## config.mk

```make
export PLATFORM = sky130hd
export DESIGN_NAME = qdot_ctrl
export DESIGN_NICKNAME = d
export VERILOG_FILES = /design/src/hw/rtl/qdot_pkg.sv /design/src/hw/rtl/qdot_ctrl.sv
export SDC_FILE = /design/constraint.sdc
export NUM_CORES = 1
export LEC_CHECK = 0
export ABC_AREA = 0
export BUFFER_PORTS_ARGS = -buffer_cell sky130_fd_sc_hd__buf_2
export CORE_MARGIN = 1
export CORE_UTILIZATION = 50
export DETAILED_ROUTE_END_ITERATION = 10
export PLACE_DENSITY = 0.86
export SYNTH_ARGS = -nofsm -noshare
export SYNTH_HDL_FRONTEND = slang
export SYNTH_SLANG_ARGS = --single-unit
```

## constraint.sdc

```tcl
create_clock -name clk -period 1.7 [get_ports clk]
set_input_delay 0.34 -clock clk [delete_from_list [all_inputs] [get_ports clk]]
set_output_delay 0.34 -clock clk [all_outputs]
set_load 0.01 [all_outputs]
```

## src/hw/rtl/qdot_pkg.sv

```systemverilog
// ----------------------------------------------------------------------------
// qdot_pkg
// Shared types and constants for the Q4 x Q8 block dot-product accumulator.
// ----------------------------------------------------------------------------
package qdot_pkg;

	localparam int DOT_W  = 18;
	localparam int ASUM_W = 13;

	localparam logic [31:0] FP_EIGHT   = 32'h4100_0000;
	localparam logic [31:0] FP_DEF_NAN = 32'hFFC0_0000;
	localparam logic [31:0] FP_QUIET   = 32'h0040_0000;

	typedef enum logic [2:0] {
		FOP_MUL,
		FOP_ADD,
		FOP_SUB,
		FOP_I2F,
		FOP_H2F
	} fop_t;

	// one step of the block-end sequence
	typedef enum logic [3:0] {
		U_CVT_D4,
		U_CVT_M4,
		U_CVT_D8,
		U_CVT_DOT,
		U_CVT_SUM,
		U_SCALE,
		U_OFF,
		U_DIFF,
		U_TERM0,
		U_T1,
		U_S2,
		U_T2,
		U_TERM1,
		U_ACC
	} uop_t;

	typedef struct packed {
		logic load;
		logic accum;
		logic issue;
		uop_t uop;
		logic clr_block;
		logic emit;
	} dp_cmd_t;

	typedef struct packed {
		logic close;
		logic row_end;
		logic fpu_done;
	} dp_status_t;

endpackage

```

## src/hw/rtl/qdot_ctrl.sv

```systemverilog
// ----------------------------------------------------------------------------
// qdot_ctrl
// Sequencer: takes beats, runs the block-end float sequence, hands out rows.
// ----------------------------------------------------------------------------
module qdot_ctrl (
	input  logic                  clk,
	input  logic                  arst_n,
	input  logic                  in_valid,
	output logic                  in_ready,
	output logic                  out_valid,
	input  logic                  out_ready,
	input  logic                  fmt,
	output qdot_pkg::dp_cmd_t     cmd,
	input  qdot_pkg::dp_status_t  status
);
	import qdot_pkg::*;

	typedef enum logic [1:0] {
		S_IDLE,
		S_SUM,
		S_WAIT,
		S_EMIT
	} state_t;

	state_t state_q;
	logic   ready_q, accum_q, issue_q, clr_q, out_valid_q;
	uop_t   step_q;

	function automatic uop_t next_step(input uop_t cur, input logic q41);
		case (cur)
			U_CVT_D4:  next_step = q41 ? U_CVT_M4 : U_CVT_D8;
			U_CVT_M4:  next_step = U_CVT_D8;
			U_CVT_D8:  next_step = U_CVT_DOT;
			U_CVT_DOT: next_step = U_CVT_SUM;
			U_CVT_SUM: next_step = U_SCALE;
			U_SCALE:   next_step = q41 ? U_T1 : U_OFF;
			U_OFF:     next_step = U_DIFF;
			U_DIFF:    next_step = U_TERM0;
			U_TERM0:   next_step = U_ACC;
			U_T1:      next_step = U_S2;
			U_S2:      next_step = U_T2;
			U_T2:      next_step = U_TERM1;
			U_TERM1:   next_step = U_ACC;
			default:   next_step = U_ACC;
		endcase
	endfunction

	assign cmd.load = in_valid & ready_q;
	assign cmd.accum = accum_q;
	assign cmd.issue = issue_q;
	assign cmd.uop = step_q;
	assign cmd.clr_block = clr_q;
	assign cmd.emit = (state_q == S_EMIT) & (~out_valid_q | out_ready);

	always_ff @(posedge clk or negedge arst_n) begin
		if (!arst_n) begin
			state_q <= S_IDLE;
			ready_q <= 1'b1;
			accum_q <= 1'b0;
			issue_q <= 1'b0;
			clr_q <= 1'b0;
			out_valid_q <= 1'b0;
			step_q <= U_CVT_D4;
		end else begin
			accum_q <= 1'b0;
			issue_q <= 1'b0;
			clr_q <= 1'b0;
			if (cmd.emit) begin
				out_valid_q <= 1'b1;
			end else if (out_ready) begin
				out_valid_q <= 1'b0;
			end
			case (state_q)
				S_IDLE: begin
					if (cmd.load) begin
						ready_q <= 1'b0;
						accum_q <= 1'b1;
						state_q <= S_SUM;
					end
				end
				S_SUM: begin
					if (status.close) begin
						step_q <= U_CVT_D4;
						issue_q <= 1'b1;
						state_q <= S_WAIT;
					end else begin
						ready_q <= 1'b1;
						state_q <= S_IDLE;
					end
				end
				S_WAIT: begin
					if (status.fpu_done) begin
						if (step_q == U_ACC) begin
							clr_q <= 1'b1;
							if (status.row_end) begin
								state_q <= S_EMIT;
							end else begin
								ready_q <= 1'b1;
								state_q <= S_IDLE;
							end
						end else begin
							step_q <= next_step(step_q, fmt);
							issue_q <= 1'b1;
						end
					end
				end
				S_EMIT: begin
					if (cmd.emit) begin
						ready_q <= 1'b1;
						state_q <= S_IDLE;
					end
				end
				default: begin
					state_q <= S_IDLE;
					ready_q <= 1'b1;
				end
			endcase
		end
	end

	assign in_ready = ready_q;
	assign out_valid = out_valid_q;

endmodule
```

Yosys cells after proc, flatten, opt, wreduce, memory -nomap -nowiden:

Cells that the tools add are included.

* bits in registers: 11
* output and inout bits: 11

* equality and inequality tests: 22
* bitwise operators: 4
* reduce and logical (&&, ||, !) cells: 7
* multiplexer cells: 32

Operators by type and width (count)
* $pmux W4 S11: 1
* $eq A4 B3 Y1 const B: 4
* $eq A4 B4 Y1 const B: 4
* $mux W1: 16
* $mux W4: 4
* $ne A2 B2 Y1 const B: 8
* $mux W2: 7
* $eq A4 B2 Y1 const B: 2
* $pmux W2 S4: 1
* $pmux W4 S2: 1
* $reduce_and A4 Y1: 2
* $reduce_and A6 Y1: 1
* $eq A2 B2 Y1 const B: 2
* $eq A4 B1 Y1 const B: 1
* $logic_not A4 Y1: 1
* $pmux W1 S4: 1
* $reduce_bool A2 Y1: 2
* $and A1 B1 Y1: 2
* $eq A2 B1 Y1 const B: 1
* $logic_not A2 Y1: 1
* $pmux W1 S2: 1
* $not A1 Y1: 1
* $or A1 B1 Y1: 1

Longest topological paths before layout:

* depth after elaboration: 5
* mapped depth: 5
* gate-level depth less buffers: 5

Least setup slack after synthesis:

OpenSTA, ideal clock, no wires.

* path type: register to register
* from: reg state_q[0]
* to: reg step_q[0]
* stages on the path, launching flop included: 6
* buffers on the path: 0
* period minus slack after synthesis: 1436 ps
* data arrival time: 1315 ps
* setup time: 121 ps
* path slack: 264 ps
* required time: 1579 ps
* path through: dfrtp_1 > inv_1 > ha_1 > nor2_1 > a211o_1 > a22o_1

* word-level cells in the longest chain between the ends: 3

Ends and longest elaborated chain
* from (decl): line qdot_ctrl.sv:25 `state_t state_q;`
* from (signal assigned): line qdot_ctrl.sv:57 `state_q <= S_IDLE;`
* from (signal assigned): line qdot_ctrl.sv:78 `state_q <= S_SUM;`
* from (signal assigned): line qdot_ctrl.sv:85 `state_q <= S_WAIT;`
* $eq A2 B2 Y1 or $eq A2 B1 Y1 (tied branches): line qdot_ctrl.sv:73 `case (state_q)`
* $ne A2 B2 Y1 (no source line) or $reduce_bool A2 Y1 (tied branches)
* $reduce_and A4 Y1 (no source line)
* to (signal assigned): line qdot_ctrl.sv:102 `step_q <= next_step(step_q, fmt);`
* to (decl): line qdot_ctrl.sv:27 `uop_t step_q;`

Several ways; a longest one is shown, not always the timed one.
A chain may end at the register's enable or synchronous reset.

Final worst setup path:

Same ends and word-level chain as after synthesis.

==> results.txt <==
The floorplan has 13 rows. For this run, the leading register cell type out of synthesis is sky130_fd_sc_hd__dfrtp_1. The maximum number of pins on one net before global-route repair is 12.

The run gives 0 ns as the setup TNS. The library cell with the highest instance count after synthesis is sky130_fd_sc_hd__dfrtp_1. The initial antenna violation count is 0, and the core area is 1320 um^2. The power per cell area works out to 1310 nW/um^2. The tightest min-delay check is of the input port to flip-flop type. Counting the buffers created by CTS gives 3. Relative to the synthesized area, the layout overhead comes to 15.5%.

The starting density of the core was 54.0%; the number of remaining DRC errors was 0. The number of flip-flops and latches in the synthesized netlist is 11, and the height of the die is 39.7 um. The post-cts gate resize count is 0.

The worst path meets setup with 0.141 ns of slack. The completed layout was analyzed and its total power is 1.08 mW. Kind of end point of the critical path: a flip-flop. In the synthesized netlist, the number of instances is 79.

OpenSTA, run right after detailed placement, puts the worst setup slack at 0.167 ns. The routed layout has 617 vias. On the critical path, the stage with the largest delay is an instance of sky130_fd_sc_hd__dfrtp_1. Setup violations remaining at the end of the flow were counted as 0. The number of buffer cells added on primary ports works out to 18.

The worst pin sits at a relative slew slack of 76.0%. The portion of the post-synthesis area used by sequential elements was 38.8%. The via count of the first global-routing pass came out at 492. The die covers 1580 um^2. In this run the static leakage power is 0.456 nW. The total buffers and inverters traversed by the critical path is 1, and the clock network latency to the later pin of the worst-skew pair is 0.26 ns. The tools report the count of antenna-violating nets left after detailed routing as 0. The worst setup path is of the flip-flop to flip-flop kind.

Clock tree synthesis found a total of 11 sinks. Clock tree synthesis selected as its root buffer the cell sky130_fd_sc_hd__clkbuf_4. The DRC marker count from the first detailed-route iteration is 23.

Counting tap cells, the placed design contains a total of 107 instances. The kind of launch point of the worst setup path is a flip-flop. The first detailed-routing pass took 4 iterations.

After filler insertion, the fill cell instance count of the layout stands at 116. The routed design could run at a clock period as short as 1.56 ns. For the worst-case clock buffer depth, the log shows 2. Yosys attributes the largest share of cell area to sky130_fd_sc_hd__dfrtp_1, sky130_fd_sc_hd__ha_1, sky130_fd_sc_hd__buf_4. The first global-routing pass estimated 2170 um of wire.

For this run, the number of Yosys warnings is 0. The highest cell delay on the worst timing path is 0.40 ns, and the fraction of registers with async set/reset is 100%. Of all nets on the critical path, the largest fanout is 8.

The finished layout holds 112 standard cells, fillers aside. The logs give 712 um^2 for the cell area after technology mapping and 0 for the antenna diode count. In the final routed layout, each cell accounts on average for 12.9 um. The number of synthesized flops with an enable pin is 0.

The dominant cell type by area after synthesis is sky130_fd_sc_hd__dfrtp_1. For the final HPWL from detailed placement, the log shows 1040 um. Final hold violation count: 0. The flow ran to the end, and the final reports show no timing, DRC or antenna violations. The clock transition time at the flip-flop clock pins of the worst setup and hold paths is 0.07 ns, and the total nets after synthesis is 92.

The number of top-level pins is 19. Traced cell by cell, the critical path runs through inv_1 > ha_1 > nor2_1 > a211o_1 > a22o_1. Measured along the x axis, the die boundary spans 39.7 um.

At the worst endpoint, the arrival time is 1.71 ns. In the synthesized netlist, the cells that appear most often are sky130_fd_sc_hd__dfrtp_1, sky130_fd_sc_hd__nand2_1, sky130_fd_sc_hd__inv_1, sky130_fd_sc_hd__nor2_1. The H-tree depth was 1. Based on the critical path, the design can be clocked at up to 0.642 GHz. The number of buffers inserted to repair setup after CTS came out at 0. The via-per-instance ratio was 5.51. The final critical path takes up 91.7% of the cycle. The max-slew violation count was 0. The number of distinct library cells after synthesis was 31.

TritonCTS built the clock tree. At the worst endpoint, the required time is 1.85 ns. Across the run, the number of max-cap violations was 0. The global-route congestion overflow total is 0. Global routing used 21.2% of the available tracks. The final weighted congestion in routability-driven placement is 0.828. Averaged over all synthesized cells, the footprint is 9.01 um^2. VDD sags by at most 672 uV.

The cell type group with the largest total delay on the critical path is compound AO/OA/AOI/OAI gates. Setup repair after global routing left no endpoint under its margin. The top cell type by area accounts for 35.1% of the synthesized area. Wires add up to 1440 um. At the pin with the least slew margin, the transition time is 0.360 ns. For the final database, setup skew stands at 0.00108 ns. The count of hold-fix buffers inserted at cts was 1; the fraction of final layout cells sized beyond drive strength 1 was 25.8%. Post-layout net count: 111.
[path summary, 6_finish.rpt]
check	from	to	slack, ns	cells after the start
worst max-delay path	state_q[0]	step_q[0]	0.14	5
worst min-delay path	in_valid	accum_q	0.34	2
worst max register to register	state_q[0]	step_q[0]	0.14	5
worst min register to register	in_ready	accum_q	0.56	1
max in group asynchronous	arst_n	in_ready	0.97	2
min in group asynchronous	arst_n	accum_q	0.47	2
[metrics by stage]
step / area [um^2] / utilization, % / hold slack (ns)
5_1_grt: 822 / 62.4 / 0.341
3_5_place_dp: 786 / 59.6 / 0.220
3_3_place_gp: 786 / 59.6 / 0.216
4_1_cts: 822 / 62.4 / 0.331
2_1_floorplan: 712 / - / 0.0444
6_report: 822 / 62.4 / 0.338
[placed cells by master (no fill, tap or decap), types with 2 or more instances in the layout]
master	count
sky130_fd_sc_hd__o21ai_0	5
sky130_fd_sc_hd__a21oi_1	5
sky130_fd_sc_hd__clkbuf_4	3
sky130_fd_sc_hd__ha_1	5
sky130_fd_sc_hd__and3_1	2
sky130_fd_sc_hd__dfrtp_1	10
sky130_fd_sc_hd__inv_1	7
sky130_fd_sc_hd__buf_2	18
sky130_fd_sc_hd__nand3_1	2
sky130_fd_sc_hd__nor2_1	7
sky130_fd_sc_hd__a22o_1	2
sky130_fd_sc_hd__nand2_1	9
[per-layer routing]
metal	wire, um	vias to the layer above	global-route usage, %
met5	0	-	0
met4	10	0	3.45
met3	102	2	8.52
met2	689	21	30.3
met1	637	285	30.0
li1	-	309	-
[sequential cells by signal, summed over array words and instances, names as in the netlist]
register / cells
step_q: 4
clr_q: 1
in_ready: 1
state_q: 2
out_valid: 1
issue_q: 1
accum_q: 1
[logic make-up after synthesis]
group / synth area share [%]
compound gates: 20.6
fa+ha+maj: 8.79
buf+inv: 9.67
flops: 38.8
mux: 2.99
simple gates: 19.2
[power breakdown]
part,internal [mW],switching [mW]
combinational,0.221,0.271
clock,0.0908,0.0860
sequential,0.342,0.0660
total,0.653,0.423
[worst register-to-register path, cell delays in order, from the launching register on]
cell	delay [ns]
sky130_fd_sc_hd__dfrtp_1	0.40
sky130_fd_sc_hd__inv_1	0.13
sky130_fd_sc_hd__ha_1	0.31
sky130_fd_sc_hd__nor2_1	0.08
sky130_fd_sc_hd__a211o_1	0.30
sky130_fd_sc_hd__a22o_1	0.24
[final cells by class]
cell class,count,area [um^2],area share (%)
multi-input cells,55,367,44.6
repair buffers,20,108,13.1
flip-flops and latches,11,277,33.6
well taps,15,18.8,2.28
inverters,7,26.3,3.20
clock buffers,4,26.3,3.20
No activity file was read; power rests on OpenSTA's default activity.
